[config.mk]
export PLATFORM = sky130hd
export DESIGN_NAME = cpu_tick_scheduler
export DESIGN_NICKNAME = d
export VERILOG_FILES = /design/src/cts_pkg.sv /design/src/cpu_tick_scheduler.sv /design/src/cts_ram.sv
export SDC_FILE = /design/constraint.sdc
export NUM_CORES = 2
export LEC_CHECK = 0
export ABC_AREA = 0
export BUFFER_PORTS_ARGS = -buffer_cell sky130_fd_sc_hd__buf_4
export CAP_MARGIN = 20
export CORE_MARGIN = 2
export CORE_UTILIZATION = 55
export DETAILED_ROUTE_END_ITERATION = 10
export PLACE_DENSITY = 0.79
export SLEW_MARGIN = 30
export SYNTH_ARGS = -nofsm -noshare
export SYNTH_HDL_FRONTEND = slang
export SYNTH_SLANG_ARGS = --single-unit
[constraint.sdc]
create_clock -name clk -period 5.2 [get_ports clk]
set_clock_uncertainty 0.1 [all_clocks]
set_input_delay 0.26 -clock clk [delete_from_list [all_inputs] [get_ports clk]]
set_output_delay 0.26 -clock clk [all_outputs]
set_load 0.005 [all_outputs]
[src/cts_pkg.sv]
`timescale 1ns / 1ps
package cts_pkg;

	localparam int TABLE_SLOTS_DEF = 16;

	// scheduling modes
	localparam logic [2:0] MODE_FCFS = 3'd0;
	localparam logic [2:0] MODE_SJF  = 3'd1;
	localparam logic [2:0] MODE_SRTF = 3'd2;
	localparam logic [2:0] MODE_PRIP = 3'd3;
	localparam logic [2:0] MODE_PRIN = 3'd4;
	localparam logic [2:0] MODE_RR   = 3'd5;

	// result kinds
	localparam logic [2:0] KIND_ACCEPT = 3'd0;
	localparam logic [2:0] KIND_REJECT = 3'd1;
	localparam logic [2:0] KIND_IDLE   = 3'd2;
	localparam logic [2:0] KIND_RAN    = 3'd3;
	localparam logic [2:0] KIND_FINISH = 3'd4;

	// command codes
	localparam logic CMD_ARRIVAL = 1'b0;
	localparam logic CMD_TICK    = 1'b1;

	// configuration register indexes
	localparam logic REG_MODE    = 1'b0;
	localparam logic REG_QUANTUM = 1'b1;

	localparam logic [15:0] TIME_MAX = 16'hFFFF;

	typedef struct packed {
		logic [7:0]  pid;
		logic [7:0]  left;
		logic [7:0]  burst;
		logic [7:0]  prio;
		logic [15:0] arrival;
		logic [15:0] order;
	} entry_t;

	localparam int ENTRY_W = $bits(entry_t);

	typedef enum logic [2:0] {
		ST_IDLE,
		ST_ARR,
		ST_SCAN,
		ST_SCAN_END,
		ST_RD,
		ST_RD_WAIT,
		ST_UPD
	} state_t;

	// selection key of an entry for the given mode
	function automatic logic [7:0] sort_key(input logic [2:0] mode, input entry_t e);
		logic [7:0] k;
		case (mode)
			MODE_SJF:            k = e.burst;
			MODE_SRTF:           k = e.left;
			MODE_PRIP, MODE_PRIN: k = e.prio;
			default:             k = 8'd0;
		endcase
		return k;
	endfunction

endpackage

[src/cpu_tick_scheduler.sv]
`timescale 1ns / 1ps
// Arrival: a zero burst is rejected straight from idle, else a free-entry search runs over
// the table. Tick: a new pick scans the table (an idle slot also ends after the scan),
// while a kept running process is read back through ST_RD and ST_RD_WAIT; the scan reads one
// entry per cycle from the single read port of the table RAM. One item at a time; the result is shown
// for one cycle on done and cannot be stalled. Reset is asynchronous, active low: table
// empty, time and order zero, mode fcfs, quantum 2.
module cpu_tick_scheduler #(
	parameter int TABLE_SLOTS = cts_pkg::TABLE_SLOTS_DEF
) (
	input  logic        clk,
	input  logic        arst_n,
	input  logic        start,
	output logic        busy,
	input  logic        cmd,
	input  logic [7:0]  proc_id,
	input  logic [7:0]  burst_len,
	input  logic [7:0]  prio_level,
	input  logic        cfg_valid,
	output logic        cfg_ready,
	input  logic        cfg_index,
	input  logic [7:0]  cfg_data,
	output logic        done,
	output logic [2:0]  result_kind,
	output logic [7:0]  run_id,
	output logic [15:0] finish_time,
	output logic [15:0] turnaround,
	output logic [15:0] waiting
);

	import cts_pkg::*;

	localparam int IDX_W = $clog2(TABLE_SLOTS);
	localparam logic [IDX_W-1:0] LAST_IDX = IDX_W'(TABLE_SLOTS - 1);
	localparam logic [IDX_W:0]   NONE     = (IDX_W+1)'(TABLE_SLOTS);

	state_t state_q, state_nx;

	logic [2:0]  mode_q;
	logic [7:0]  quantum_q;
	logic [TABLE_SLOTS-1:0] valid_q;
	logic [IDX_W:0] running_q;
	logic [7:0]  slice_q;
	logic [15:0] now_q, order_q;
	logic [7:0]  pid_q, burst_q, prio_q;

	logic [IDX_W-1:0] scan_q, scan_idx_s1;
	logic             scan_vld_s1;
	logic             best_found_q;
	logic [IDX_W-1:0] best_idx_q;
	entry_t           best_ent_q;

	logic [IDX_W-1:0] cur_q;
	entry_t           ent_q;
	logic             slice_clr_q;

	logic             ram_we;
	logic [IDX_W-1:0] ram_waddr, ram_raddr;
	entry_t           ram_wdata, ram_rdata;

	logic [2:0] mode_eff;
	logic       keep_run;
	logic       accept;
	logic       free_hit;

	cts_ram #(.WIDTH(ENTRY_W), .DEPTH(TABLE_SLOTS)) u_table (
		.clk  (clk),
		.we   (ram_we),
		.waddr(ram_waddr),
		.wdata(ram_wdata),
		.raddr(ram_raddr),
		.rdata(ram_rdata)
	);

	assign cfg_ready = 1'b1;
	assign accept    = start && !busy;
	assign mode_eff  = (mode_q > MODE_RR) ? MODE_FCFS : mode_q;
	assign keep_run  = (mode_eff == MODE_FCFS || mode_eff == MODE_SJF ||
		mode_eff == MODE_PRIN || mode_eff == MODE_RR) && running_q != NONE &&
		valid_q[running_q[IDX_W-1:0]];
	assign free_hit  = !valid_q[scan_q];

	// compare the entry read last cycle against the best so far
	logic             found_nx;
	logic [IDX_W-1:0] idx_nx;
	entry_t           bent_nx;
	always_comb begin
		logic [7:0] ka, kb;
		ka = sort_key(mode_eff, ram_rdata);
		kb = sort_key(mode_eff, best_ent_q);
		found_nx = best_found_q;
		idx_nx   = best_idx_q;
		bent_nx  = best_ent_q;
		if (scan_vld_s1 && (!best_found_q || ka < kb ||
			(ka == kb && ram_rdata.order < best_ent_q.order))) begin
			found_nx = 1'b1;
			idx_nx   = scan_idx_s1;
			bent_nx  = ram_rdata;
		end
	end

	// tick update arithmetic
	logic [7:0]  left_nx, slice_base, slice_inc, q_eff;
	logic [15:0] now_nx, order_nx, tat, wt;
	logic        fin_now, rr_turn;
	always_comb begin
		now_nx     = (now_q == TIME_MAX) ? now_q : now_q + 16'd1;
		order_nx   = (order_q == TIME_MAX) ? order_q : order_q + 16'd1;
		left_nx    = (ent_q.left != 8'd0) ? ent_q.left - 8'd1 : ent_q.left;
		fin_now    = (left_nx == 8'd0);
		tat        = (now_nx >= ent_q.arrival) ? now_nx - ent_q.arrival : 16'd0;
		wt         = (tat >= {8'd0, ent_q.burst}) ? tat - {8'd0, ent_q.burst} : 16'd0;
		slice_base = slice_clr_q ? 8'd0 : slice_q;
		slice_inc  = (slice_base < 8'hFF) ? slice_base + 8'd1 : slice_base;
		q_eff      = (quantum_q == 8'd0) ? 8'd1 : quantum_q;
		rr_turn    = (mode_eff == MODE_RR) && (slice_inc >= q_eff);
	end

	// next state
	always_comb begin
		state_nx = state_q;
		unique case (state_q)
			ST_IDLE: begin
				if (accept) begin
					if (cmd == CMD_ARRIVAL) begin
						state_nx = (burst_len == 8'd0) ? ST_IDLE : ST_ARR;
					end else begin
						state_nx = keep_run ? ST_RD : ST_SCAN;
					end
				end
			end
			ST_ARR:      state_nx = (free_hit || scan_q == LAST_IDX) ? ST_IDLE : ST_ARR;
			ST_SCAN:     state_nx = (scan_q == LAST_IDX) ? ST_SCAN_END : ST_SCAN;
			ST_SCAN_END: state_nx = found_nx ? ST_UPD : ST_IDLE;
			ST_RD:       state_nx = ST_RD_WAIT;
			ST_RD_WAIT:  state_nx = ST_UPD;
			ST_UPD:      state_nx = ST_IDLE;
			default:     state_nx = ST_IDLE;
		endcase
	end

	// control outputs and table port
	always_comb begin
		busy      = (state_q != ST_IDLE);
		ram_we    = 1'b0;
		ram_waddr = scan_q;
		ram_wdata = ent_q;
		ram_raddr = scan_q;
		unique case (state_q)
			ST_ARR: begin
				ram_we    = free_hit;
				ram_wdata = '{pid: pid_q, left: burst_q, burst: burst_q, prio: prio_q,
					arrival: now_q, order: order_q};
			end
			ST_RD: begin
				ram_raddr = running_q[IDX_W-1:0];
			end
			ST_UPD: begin
				ram_we          = !fin_now;
				ram_waddr       = cur_q;
				ram_wdata.left  = left_nx;
				ram_wdata.order = rr_turn ? order_q : ent_q.order;
			end
			default: begin
			end
		endcase
	end

	// configuration registers
	always_ff @(posedge clk or negedge arst_n) begin
		if (!arst_n) begin
			mode_q    <= MODE_FCFS;
			quantum_q <= 8'd2;
		end else if (cfg_valid && cfg_ready) begin
			case (cfg_index)
				REG_MODE:    mode_q    <= cfg_data[2:0];
				REG_QUANTUM: quantum_q <= cfg_data;
				default: begin
				end
			endcase
		end
	end

	// payload registers
	always_ff @(posedge clk) begin
		if (accept) begin
			pid_q   <= proc_id;
			burst_q <= burst_len;
			prio_q  <= prio_level;
		end
		scan_idx_s1 <= scan_q;
		best_idx_q  <= idx_nx;
		best_ent_q  <= bent_nx;
		if (state_q == ST_SCAN_END) begin
			cur_q <= idx_nx;
			ent_q <= bent_nx;
		end else if (state_q == ST_RD_WAIT) begin
			ent_q <= ram_rdata;
		end
		if (state_q == ST_IDLE) begin
			cur_q <= running_q[IDX_W-1:0];
		end
	end

	// control state, scheduler state and result transfer
	always_ff @(posedge clk or negedge arst_n) begin
		if (!arst_n) begin
			state_q      <= ST_IDLE;
			valid_q      <= '0;
			running_q    <= NONE;
			slice_q      <= 8'd0;
			now_q        <= 16'd0;
			order_q      <= 16'd0;
			scan_q       <= '0;
			scan_vld_s1  <= 1'b0;
			best_found_q <= 1'b0;
			slice_clr_q  <= 1'b0;
			done         <= 1'b0;
			result_kind  <= KIND_ACCEPT;
			run_id       <= 8'd0;
			finish_time  <= 16'd0;
			turnaround   <= 16'd0;
			waiting      <= 16'd0;
		end else begin
			state_q     <= state_nx;
			done        <= 1'b0;
			scan_vld_s1 <= (state_q == ST_SCAN) && valid_q[scan_q];
			best_found_q <= (state_q == ST_IDLE) ? 1'b0 : found_nx;
			unique case (state_q)
				ST_IDLE: begin
					scan_q       <= '0;
					slice_clr_q  <= 1'b0;
					if (accept && cmd == CMD_ARRIVAL && burst_len == 8'd0) begin
						done        <= 1'b1;
						result_kind <= KIND_REJECT;
						run_id      <= proc_id;
						finish_time <= 16'd0;
						turnaround  <= 16'd0;
						waiting     <= 16'd0;
					end
				end
				ST_ARR: begin
					scan_q <= scan_q + IDX_W'(1);
					if (free_hit || scan_q == LAST_IDX) begin
						done        <= 1'b1;
						result_kind <= free_hit ? KIND_ACCEPT : KIND_REJECT;
						run_id      <= pid_q;
						finish_time <= 16'd0;
						turnaround  <= 16'd0;
						waiting     <= 16'd0;
					end
					if (free_hit) begin
						valid_q[scan_q] <= 1'b1;
						order_q         <= order_nx;
					end
				end
				ST_SCAN: begin
					if (scan_q != LAST_IDX) begin
						scan_q <= scan_q + IDX_W'(1);
					end
				end
				ST_SCAN_END: begin
					slice_clr_q <= ({1'b0, idx_nx} != running_q);
					if (!found_nx) begin
						now_q       <= now_nx;
						running_q   <= NONE;
						slice_q     <= 8'd0;
						done        <= 1'b1;
						result_kind <= KIND_IDLE;
						run_id      <= 8'd0;
						finish_time <= 16'd0;
						turnaround  <= 16'd0;
						waiting     <= 16'd0;
					end
				end
				ST_UPD: begin
					now_q  <= now_nx;
					done   <= 1'b1;
					run_id <= ent_q.pid;
					if (fin_now) begin
						valid_q[cur_q] <= 1'b0;
						running_q      <= NONE;
						slice_q        <= 8'd0;
						result_kind    <= KIND_FINISH;
						finish_time    <= now_nx;
						turnaround     <= tat;
						waiting        <= wt;
					end else begin
						result_kind <= KIND_RAN;
						finish_time <= 16'd0;
						turnaround  <= 16'd0;
						waiting     <= 16'd0;
						if (rr_turn) begin
							order_q   <= order_nx;
							running_q <= NONE;
							slice_q   <= 8'd0;
						end else begin
							running_q <= {1'b0, cur_q};
							slice_q   <= (mode_eff == MODE_RR) ? slice_inc : slice_base;
						end
					end
				end
				default: begin
				end
			endcase
		end
	end

endmodule

[src/cts_ram.sv]
`timescale 1ns / 1ps
module cts_ram #(
	parameter int WIDTH = 64,
	parameter int DEPTH = 16
) (
	input  logic                     clk,
	input  logic                     we,
	input  logic [$clog2(DEPTH)-1:0] waddr,
	input  logic [WIDTH-1:0]         wdata,
	input  logic [$clog2(DEPTH)-1:0] raddr,
	output logic [WIDTH-1:0]         rdata
);

	logic [WIDTH-1:0] mem [DEPTH];

	// write port and registered read port
	always_ff @(posedge clk) begin
		if (we) begin
			mem[waddr] <= wdata;
		end
		rdata <= mem[raddr];
	end

endmodule

==> results.yml <==
power_and_ir_drop:
  powerDensity_mw_per_mm2: 526
  p_leak_nw: 23.9
  ir_drop_v: 0.000448
logic_synthesis:
  synthArstFlopShare: 0.102
  synth_top_area_cell: "edfxtp_1"
  avgSynthCellArea_um2: 13.2
  synth_ff_type: "edfxtp_1"
  synth_top_area_share: 0.574
  syn_inst: 4417
  ys_types: 92
  synth_most_common_cell: "edfxtp_1"
  ys_warn_count: 0
  ys_seq_area_frac: 0.682
  synth_area_mm2: 0.0584
  synth_nets: 4521
  synth_edf_count: 1116
  synthTopCellsByCount: "edfxtp_1, nand2_1, a211oi_1"
  synth.area.top_cells: "edfxtp_1, dfrtp_1, nand2_1"
  synth_seq_cells: 1394
timing:
  final_max_slew_viol_count: 0
  period_minus_slack_ps: 4990
  setup_viol: 0
  tightest_slew_ps: 1010
  hold_viol_final: 0
  slew_headroom: 0.327
  fin_crit_sh: 0.959
  clock.fmax_ghz: 0.201
worst_setup_path:
  endpoint_kind: "flip-flop"
  path_max_fanout: 6
  worstPathArrival_ps: 5510
  rrSetupSlack_ps: 210
  crit_path_start_kind: "flip-flop"
  crit_type: "reg2reg"
  critPathRequiredTime_ps: 5720
worst_hold_path:
  holdCritPathClass: "in2reg"
place:
  gp_congestion: 0.921
  dp_hpwl_um: 80000
  dp.cells: 5772
  portBuffers: 98
route:
  drtPass1Iterations: 6
  wire_per_inst_um: 24.0
  drtAntennaViolNets: 0
  via_per_inst: 6.30
  vias: 38310
  drt_iter0_markers: 4645
  wl_um: 146000
  drc: 0
final_layout:
  layout.nets: 4677
  drive_above_1_share: 0.163
  multi_input_area_mm2: 0.0175
  area_delta_synth_final_pct: 14.6
  seqCellArea_mm2: 0.0398
  layout.cells.non_filler: 6083
  n_fill_cell: 7308
  finish.utilization: 0.635
floorplanning:
  die_h_um: 330
  die-area_mm2: 0.109
  start_util: 0.554
  ios: 100
  row_count: 119
  core_region_area_mm2: 0.105
  die_w_um: 330
global_route:
  antenna_found_initial: 3
  grt_start_max_net_pins: 163
  grt_pass1_wl_um: 220000
  grt-ovfl-total: 0
  track_usage: 0.265
  grt_pass1_vias: 36697
clock_network:
  cts_buffer_depth: 3
  cts_tree: "yes"
  cts_sinks: 1394
  root_buffer: "clkbuf_16"
  insertion_delay_ps: 760
  cts_buffers: 138
  htreeDepth: 4
  path_clk_slew_ps: 60
flow_run:
  maxCapViolCount: 0
status:
  status: "finished clean"
metrics by stage:
step | total power, mW | hold WS (ps) | area (um2) | setup WS [ps] | TNS (ps)
floorplan | 21.8 | -136 | 58500 | -129 | -102680
global placement | 24.7 | 327 | 61500 | 84.8 | 0
detailed placement | 25.0 | 334 | 61600 | -75.0 | -117
CTS | 35.0 | 0.399 | 66600 | 16.6 | 0
global route | 36.6 | 49.3 | 66900 | -12.4 | -15.6
finish | 35.2 | 28.7 | 66900 | 214 | 0
where the power goes:
part	internal [mW]	total [mW]	switching, mW	leakage, nW
Clock	5.80	10.0	4.22	2.26
Sequential	14.3	15.2	0.856	13.1
Combinational	3.62	9.97	6.34	8.46
Total	23.8	35.2	11.4	23.9
cell families (layout without fill, tap and decap cells):
logic type                 Yosys count  count (layout)  synth area share
xor gates and xnor gates            67              67            0.0101
DFF                               1394            1394             0.682
adders and majority gates           66              66            0.0144
muxes                              195             195            0.0400
other                                1               3         0.0000643
buffers and inverters              369             642            0.0259
and+or+nand+nor                   1290            1290             0.102
AOI/OAI and AO/OA                 1035            1035             0.126
placed cells by master, fill, tap and decap left out, types with 13 or more instances in the layout:
master,n
clkinv_1,15
clkbuf_8,19
and3_1,20
dfxtp_1,136
buf_4,234
a21o_1,21
buf_12,35
clkbuf_16,143
ha_1,59
nand3_1,30
inv_1,69
a22o_1,65
nor2_1,103
a211oi_1,325
nor2_4,20
o21ai_0,69
xnor2_1,47
clkbuf_1,32
nand2b_1,13
xor2_1,17
a31oi_1,138
nand4_1,14
mux2_2,173
edfxtp_1,1116
and2_1,249
dfrtp_1,140
a311oi_1,136
nor2b_1,19
dlygate4sd3_1,40
nor3_1,19
a21oi_1,189
nand2_1,722
and2_0,17
clkinv_2,23
flip-flops by register name (all words and copies together), names as in the netlist, 5 cells and up:
| register | count |
|---|---|
| finish_time | 16 |
| quantum_q | 8 |
| waiting | 16 |
| turnaround | 16 |
| now_q | 16 |
| order_q | 16 |
| burst_q | 8 |
| ent_q | 64 |
| best_ent_q | 64 |
| u_table.mem | 1024 |
| prio_q | 8 |
| valid_q | 16 |
| pid_q | 8 |
| u_table.rdata | 64 |
| running_q | 5 |
| run_id | 8 |
| slice_q | 8 |
layer usage:
metal / vias to the layer above / part of all wire / routed length, um / GRT usage
met5: - / 0.00018 / 27 / 0
met1: 19067 / 0.40 / 59000 / 0.373
met2: 2015 / 0.48 / 69400 / 0.423
met3: 270 / 0.097 / 14100 / 0.0476
li1: 16954 / - / - / -
met4: 4 / 0.024 / 3540 / 0.0861
worst paths after layout:
check | startpoint | to | cells past startpoint
max in group asynchronous | arst_n | run_id[2] | 3
min in group asynchronous | arst_n | mode_q[1] | 2
hold reg to reg | best_ent_q[27] | best_ent_q[27] | 1
setup / recovery | now_q[1] | waiting[15] | 23
setup reg to reg | now_q[1] | waiting[15] | 23
hold / removal | cfg_valid | quantum_q[3] | 3
final cells by class:
cell class	count	area share
Tap cell	1391	0.0260
Inverter	71	0.00399
Multi-Input combinational cell	2654	0.262
Clock buffer	193	0.0590
Timing Repair Buffer	314	0.0436
Clock inverter	64	0.0101
Antenna cell	2	0.0000749
Sequential cell	1394	0.595
worst max-delay path, stage by stage (launching register included):
cell and delay [ps]:
dfrtp_1 390, ha_4 160, and3_4 210, nand2_2 80, nor4_4 360, nor2_4 110, nand2_1 80, xnor2_1 150
ha_1 310, and4_4 210, a211o_1 330, o21ai_2 190, and2_4 200, nor2_1 60, ha_1 280, nor2b_1 140
o21a_1 180, o21ai_2 180, a21oi_2 100, o41ai_2 210, buf_4 180, nand2_1 80, a32o_1 280, a211o_1 270
timing repair:
item	CTS	global route
resized for setup	1	22
buffers inserted	2	9
hold buffers	40	0
endpoints found under the setup margin	13	16
endpoints found under the hold margin	146	0
pin swaps	2	13
No activity file was read; power rests on OpenSTA's default activity.
